`src/design/mrt_pkg.sv`:
```
// Shared types and constants for the 4x4 matrix row transform.
`timescale 1ns / 1ps

package mrt_pkg;

  localparam int N_COLS       = 4;
  localparam int N_ROWS       = 4;
  localparam int ROW_W        = 2;
  localparam int DATA_W       = 32;
  localparam int PROD_W       = 2 * DATA_W;
  localparam int PAIR_W       = PROD_W + 1;
  localparam int SUM_W        = PROD_W + 2;
  localparam int FRAC_BITS_DEF = 16;

  // operation codes of a request
  localparam logic OP_LOAD = 1'b0;
  localparam logic OP_MUL  = 1'b1;

  typedef logic signed [DATA_W-1:0] elem_t;
  typedef logic signed [PROD_W-1:0] prod_t;
  typedef logic signed [PAIR_W-1:0] pair_t;
  typedef logic signed [SUM_W-1:0]  sum_t;

  typedef elem_t elem_row_t [N_COLS];
  typedef prod_t prod_row_t [N_COLS];

  // control that travels beside the product data
  typedef struct packed {
    logic             valid;
    logic [ROW_W-1:0] row;
  } tag_t;

endpackage

```
`src/design/mrt_merge.sv`:
```
// Merge stage: sums lane products per column, shifts, saturates, holds the result.
`timescale 1ns / 1ps

module mrt_merge #(
  parameter int FRAC_BITS = mrt_pkg::FRAC_BITS_DEF
) (
  input  logic                       clk,
  input  logic                       rst,
  input  mrt_pkg::tag_t              tag,
  input  mrt_pkg::prod_row_t         prod [mrt_pkg::N_ROWS],
  output logic                       ready,
  output logic                       rsp_valid,
  input  logic                       rsp_stall,
  output logic [mrt_pkg::ROW_W-1:0]  result_row,
  output mrt_pkg::elem_row_t         result
);
  import mrt_pkg::*;

  localparam sum_t SAT_MAX = {{(SUM_W-DATA_W+1){1'b0}}, {(DATA_W-1){1'b1}}};
  localparam sum_t SAT_MIN = {{(SUM_W-DATA_W+1){1'b1}}, {(DATA_W-1){1'b0}}};

  logic             v2;
  logic [ROW_W-1:0] r2;
  pair_t            lo2 [N_COLS];
  pair_t            hi2 [N_COLS];
  logic             ready3;
  sum_t             sum3 [N_COLS];
  sum_t             shf3 [N_COLS];

  assign ready3 = !rsp_valid || !rsp_stall;
  assign ready  = !v2 || ready3;

  // stage 2: pairwise sums of lane products
  always_ff @(posedge clk) begin
    if (rst) begin
      v2 <= 1'b0;
    end else if (ready) begin
      v2 <= tag.valid;
    end
  end

  always_ff @(posedge clk) begin
    if (ready && tag.valid) begin
      r2 <= tag.row;
      for (int j = 0; j < N_COLS; j++) begin
        lo2[j] <= PAIR_W'(prod[0][j]) + PAIR_W'(prod[1][j]);
        hi2[j] <= PAIR_W'(prod[2][j]) + PAIR_W'(prod[3][j]);
      end
    end
  end

  // final add, arithmetic shift, saturation
  always_comb begin
    for (int j = 0; j < N_COLS; j++) begin
      sum3[j] = SUM_W'(lo2[j]) + SUM_W'(hi2[j]);
      shf3[j] = sum3[j] >>> FRAC_BITS;
    end
  end

  // stage 3: output register
  always_ff @(posedge clk) begin
    if (rst) begin
      rsp_valid <= 1'b0;
    end else if (ready3) begin
      rsp_valid <= v2;
    end
  end

  always_ff @(posedge clk) begin
    if (ready3 && v2) begin
      result_row <= r2;
      for (int j = 0; j < N_COLS; j++) begin
        if (shf3[j] > SAT_MAX)      result[j] <= {1'b0, {(DATA_W-1){1'b1}}};
        else if (shf3[j] < SAT_MIN) result[j] <= {1'b1, {(DATA_W-1){1'b0}}};
        else                        result[j] <= shf3[j][DATA_W-1:0];
      end
    end
  end

endmodule

```
`config.mk`:
```
export PLATFORM = sky130hd
export DESIGN_NAME = mrt_merge
export DESIGN_NICKNAME = d
export VERILOG_FILES = /design/src/design/mrt_pkg.sv /design/src/design/mrt_merge.sv
export SDC_FILE = /design/constraint.sdc
export NUM_CORES = 2
export LEC_CHECK = 0
export ABC_AREA = 0
export BUFFER_PORTS_ARGS = -buffer_cell sky130_fd_sc_hd__buf_2
export CORE_AREA = 4 4 447 449
export CTS_BUF_LIST = sky130_fd_sc_hd__clkbuf_8
export CTS_CLUSTER_DIAMETER = 30
export DETAILED_ROUTE_END_ITERATION = 8
export DIE_AREA = 0 0 451 453
export PLACE_DENSITY = 0.55
export SETUP_SLACK_MARGIN = 0.05
export SLEW_MARGIN = 0
export SYNTH_ARGS = -nofsm -noshare
export SYNTH_HDL_FRONTEND = slang
export SYNTH_SLANG_ARGS = --single-unit
```
`constraint.sdc`:
```
create_clock -name clk -period 35.4 [get_ports clk]
set_input_delay 3.54 -clock clk [delete_from_list [all_inputs] [get_ports clk]]
set_output_delay 3.54 -clock clk [all_outputs]
set_load 0.02 [all_outputs]
```
==> flow_results.org <==
** Clocking
- CTS sink cnt :: between 600 and 700
- In this run, post-CTS hold repair placed 0 buffers.
- Clock root buffer :: sky130_fd_sc_hd__clkbuf_8
- TritonCTS clock tree :: yes
- Deepest level of the CTS H-tree :: 4
- Total setup buffers inserted after CTS :: 0
- Clock network latency to the later pin of the worst-skew pair :: 0.97 ns
- # resized after CTS :: 0
- In this run, CTS created clock tree buffers numbering around 180.
- CTS max path bufs :: 3
- Clock-pin slew was measured on the worst setup and hold paths at 0.06 ns.

** Logic synthesis
- Of the post-synthesis cell area, the dominant cell type holds between 30% and 40%.
- Synthesis Warnings :: 0
- Counting every net in the synthesized netlist gives 8624.
- Proportion of synthesized chip area in sequential cells :: a little under a third
- In this run the cell area of the synthesized design comes to 62100 sq um.
- In the post-synthesis netlist, the biggest area contributors are sky130_fd_sc_hd__edfxtp_1 32%, sky130_fd_sc_hd__ha_1 15%, sky130_fd_sc_hd__a21oi_1 6.3%.
- Averaged over all synthesized cells, the footprint is 9.11 sq um.
- Summed over all instances, the cell type with the most area after synthesis is sky130_fd_sc_hd__edfxtp_1.
- Counting every instance in the synthesized netlist gives ~6800.
- Yosys mapped the design onto 109 distinct sky130hd cell types.
- After synthesis, the share of flip-flops with an asynchronous set or reset is 0%.
- Top_reg_cell synth :: sky130_fd_sc_hd__edfxtp_1
- Counting instances in the post-synthesis netlist gives the leading cell types as 777 x sky130_fd_sc_hd__a21oi_1, 768 x sky130_fd_sc_hd__ha_1, 652 x sky130_fd_sc_hd__edfxtp_1, 497 x sky130_fd_sc_hd__a21o_1, 459 x sky130_fd_sc_hd__nand2_1.
- Flip-flop and latch count after synthesis :: around 650
- Post-synth EDFFs :: ~650
- Most common cell in the synthesized netlist :: sky130_fd_sc_hd__a21oi_1

** Power and ir drop
- Net switching is between 30 and 40% of the power.
- Internal Dissipation :: 2240 uW
- For this design the ratio of total power to cell area is about 50 nW/um^2.
- Worst voltage drop across the vdd grid :: between 0.00002 and 0.00003 V
- The clock network is responsible for 28.4% of the overall power.
- Share of total power in sequential cells :: about 29%
- Of the total power, combinational logic draws a little over two fifths.
- For this design the static power due to leakage is approximately 0.033 uW.
- Summed over all nets, the switching power comes to roughly 1500 uW.

** Floorplanning
- The floorplan step set the die height to approximately 450 microns.
- Top-Level Pins :: around 1200
- Core Rows :: around 160
- Area of the placeable core :: approximately 200000 sq um
- Die X :: 451 microns
- For this configuration, the core starts out at a cell density of a little under a third.
- Die Outline Area :: 204000 sq um

** Final layout
- Synthesis-to-finish area growth :: 20.1%
- After the last flow step, the layout net total stands at approximately 9800.
- Once layout is complete, the cells apart from fillers number approximately 11000.
- Summing all multi-input logic gate instances after layout gives 40900 sq um.
- The layout has roughly 20000 filler cells.
- Cells fill around two fifths of the core in the end.
- Layout cell share with drive strength beyond 1 :: around a fifth
- Reg area :: a little under 20000 sq um

** Critical path
- Counting cells, the worst reg-to-reg path comes to 15.
- The critical path is of the in2reg type.
- Maximum cell stage delay along the critical path :: 0.67 ns
- Worst reg2reg setup slack :: about 30 ns
- Crit end category :: flop
- Buf/Inv on CP :: 1
- For the worst setup path, the data required time is roughly 36 ns.
- In this run the critical register-to-register path is launched from lo2[1][27].
- The kind of cell with the highest combined delay along the critical path is compound AO/OA/AOI/OAI gates.
- CP cell instances :: buf_2, ha_1, nand4_1, or4_1, a31oi_1, o21ai_1, a2111oi_0, o31a_1, o211a_1, nor4_2, o31ai_4, mux2i_1, a2111oi_0
- The worst setup path is launched from an input pin.
- Cell type of the slowest stage on the worst timing path :: sky130_fd_sc_hd__a2111oi_0
- In this design, the critical path's most frequently occurring cell is sky130_fd_sc_hd__a2111oi_0.
- In this run the worst path has a maximum fanout of 8.
- Destination of the worst register-to-register timing path :: result[85]
- Data arrival time of the critical path :: 8.36 ns

** Min path
- Cell depth of the worst hold path :: 0
- For hold timing, the worst endpoint is result_row[1].
- The startpoint identified for the worst hold timing path is r2[1].
- The tightest min-delay check is of the reg2reg type.

** Global route
- Summed over all layers, the global routing overflow is 0.
- Initial antenna violation count :: 64
- The first global-routing pass estimated about 370 mm of wire.
- Total Routing Usage GR :: about a quarter
- Via count of the first global-routing pass :: a little under 60000
- Maximum number of pins on one net before global-route repair :: between 100 and 150

** Place
- During placement, the flow inserted port buffers numbering roughly 1200.
- Summed over all nets, the half-perimeter wirelength after detailed placement is 216 mm.
- RD Place Congestion :: 1.05
- Number of instances in the placed design :: 10400

** Timing
- The number of hold-slack violations in the final timing report came to 0.
- Highest achievable clock rate :: ~0.13 GHz
- For the final routed database, the setup TNS stands at 0 ns.
- Setup Skew :: 0.0822 ns
- For the finished layout, the period the worst path requires is around 7.7 ns.
- Worst Max-Slew Pin Slew :: 1.20 ns
- Final Max Slew Viols :: 0
- Setup repair after global routing left no endpoint under its margin.
- Final setup violating endpoints :: 0
- In this run the tightest slew margin relative to its limit is around a fifth.
- In the finished design, the share of the clock period the worst path needs comes to between 20% and 30%.

** Outcome
- Status :: finished clean

** Detailed routing
- After detailed routing, the number of vias per cell comes to about 5.5.
- Post-DR wirelength/cell :: 23.5 microns
- Remaining antenna violation count :: 0
- Wires add up to between 200 and 300 mm.
- After the first detailed-routing iteration, the DRC count stood at slightly below 4000.
- The detailed router placed slightly below 60000 vias in this run.
- Detailed Routing Iterations Pass 1 :: 6
- In the routed design, unresolved DRC markers number 0.

** Job
- Max Cap Violations :: 0
## area by class of cell
class | count | area share (%)
multi-input cells | 5755 | 54.9
clock inverters | 147 | 1.90
well taps | 2640 | 4.43
inverters | 205 | 1.03
repair buffers | 1187 | 8.07
flip-flops and latches | 654 | 26.3
clock buffers | 178 | 3.28
diodes | 38 | 0.127
## cells in the final DEF, fill, tap and decap left out, types with 161 or more instances in the layout
cell / n
sky130_fd_sc_hd__xor2_1: 217
sky130_fd_sc_hd__a21o_1: 497
sky130_fd_sc_hd__clkbuf_8: 178
sky130_fd_sc_hd__edfxtp_1: 652
sky130_fd_sc_hd__inv_1: 226
sky130_fd_sc_hd__xnor2_1: 415
sky130_fd_sc_hd__a21oi_1: 777
sky130_fd_sc_hd__nand2_1: 459
sky130_fd_sc_hd__ha_1: 768
sky130_fd_sc_hd__nor2_1: 399
sky130_fd_sc_hd__buf_2: 1161
sky130_fd_sc_hd__o21ai_0: 439
sky130_fd_sc_hd__nand4_1: 161
sky130_fd_sc_hd__nand3_1: 178
## through the flow
stage	setup WS, ns	area (sq um)	hold WS, ns	total power [uW]
3_3_place_gp	26.63	70700	0.404	2670
2_1_floorplan	18.87	62100	0.400	2170
5_1_grt	27.60	74600	0.467	3970
3_5_place_dp	26.60	70700	0.419	2670
6_report	27.72	74600	0.467	3730
4_1_cts	27.64	74500	0.458	3760
## worst reg2reg max path, cell delays in order (launching register included)
cell and delay [ns]:
sky130_fd_sc_hd__edfxtp_1 0.39, sky130_fd_sc_hd__ha_1 0.51, sky130_fd_sc_hd__nand4_1 0.18, sky130_fd_sc_hd__nor3_1 0.64, sky130_fd_sc_hd__nand3_1 0.33, sky130_fd_sc_hd__a2111oi_0 0.58
sky130_fd_sc_hd__nor3b_1 0.12, sky130_fd_sc_hd__buf_4 0.19, sky130_fd_sc_hd__a211oi_1 0.31, sky130_fd_sc_hd__a21oi_1 0.15, sky130_fd_sc_hd__xor2_1 0.19, sky130_fd_sc_hd__nor4_1 0.63
sky130_fd_sc_hd__a41oi_2 0.25, sky130_fd_sc_hd__mux2i_4 0.17, sky130_fd_sc_hd__buf_4 0.34, sky130_fd_sc_hd__a21o_1 0.35
## flip-flops by register name, summed over array words and instances, names as in the netlist
name / count
rsp_valid: 1
result: 128
lo2: 260
v2: 1
hi2: 260
result_row: 2
r2: 2
## logic make-up (layout without fill, tap and decap cells)
kind of cell / after synthesis / after routing / share of synthesized area [%]
DFF: 654 / 654 / 31.6
xor gates and xnor gates: 633 / 633 / 8.93
other: 0 / 38 / 0
adders and majority gates: 776 / 776 / 15.7
AOI/OAI and AO/OA: 2524 / 2524 / 26.3
muxes: 18 / 18 / 0.318
buffers and inverters: 409 / 1717 / 2.63
and+or+nand+nor: 1804 / 1804 / 14.5
## power groups by stage
stage / Combinational (uW) / Clock [uW] / Sequential (uW)
final: 1610 / 1060 / 1070
after global routing: 1760 / 1130 / 1070
after global placement: 1590 / 0 / 1080
after detailed placement: 1590 / 0 / 1080
after CTS: 1600 / 1090 / 1070
after floorplan: 1080 / 0 / 1100
## worst max-delay path by stage
| stage | from | to | slack (ns) | cells after the start |
|---|---|---|---|---|
| 2_1_floorplan | rsp_stall | hi2[0][0] | 18.87 | 2 |
| 3_3_place_gp | prod[28] | hi2[3][63] | 26.63 | 13 |
| 3_5_place_dp | prod[28] | hi2[3][59] | 26.60 | 13 |
| 4_1_cts | prod[28] | hi2[3][59] | 27.64 | 13 |
| 5_1_grt | prod[30] | hi2[3][59] | 27.60 | 13 |
| 6_report | prod[28] | hi2[3][59] | 27.72 | 13 |
## layer usage
metal / share of wire [%] / GRT usage, % / vias to the layer above / wire (microns)
li1: - / - / 28400 / -
met1: 38 / 26.2 / 28000 / 97400
met2: 51 / 42.8 / 2002 / 129000
met3: 5.7 / 4.73 / 500 / 14500
met4: 5.3 / 12.0 / 26 / 13400
met5: 0.072 / 0 / - / 182
(Power assumes the default switching activity.)
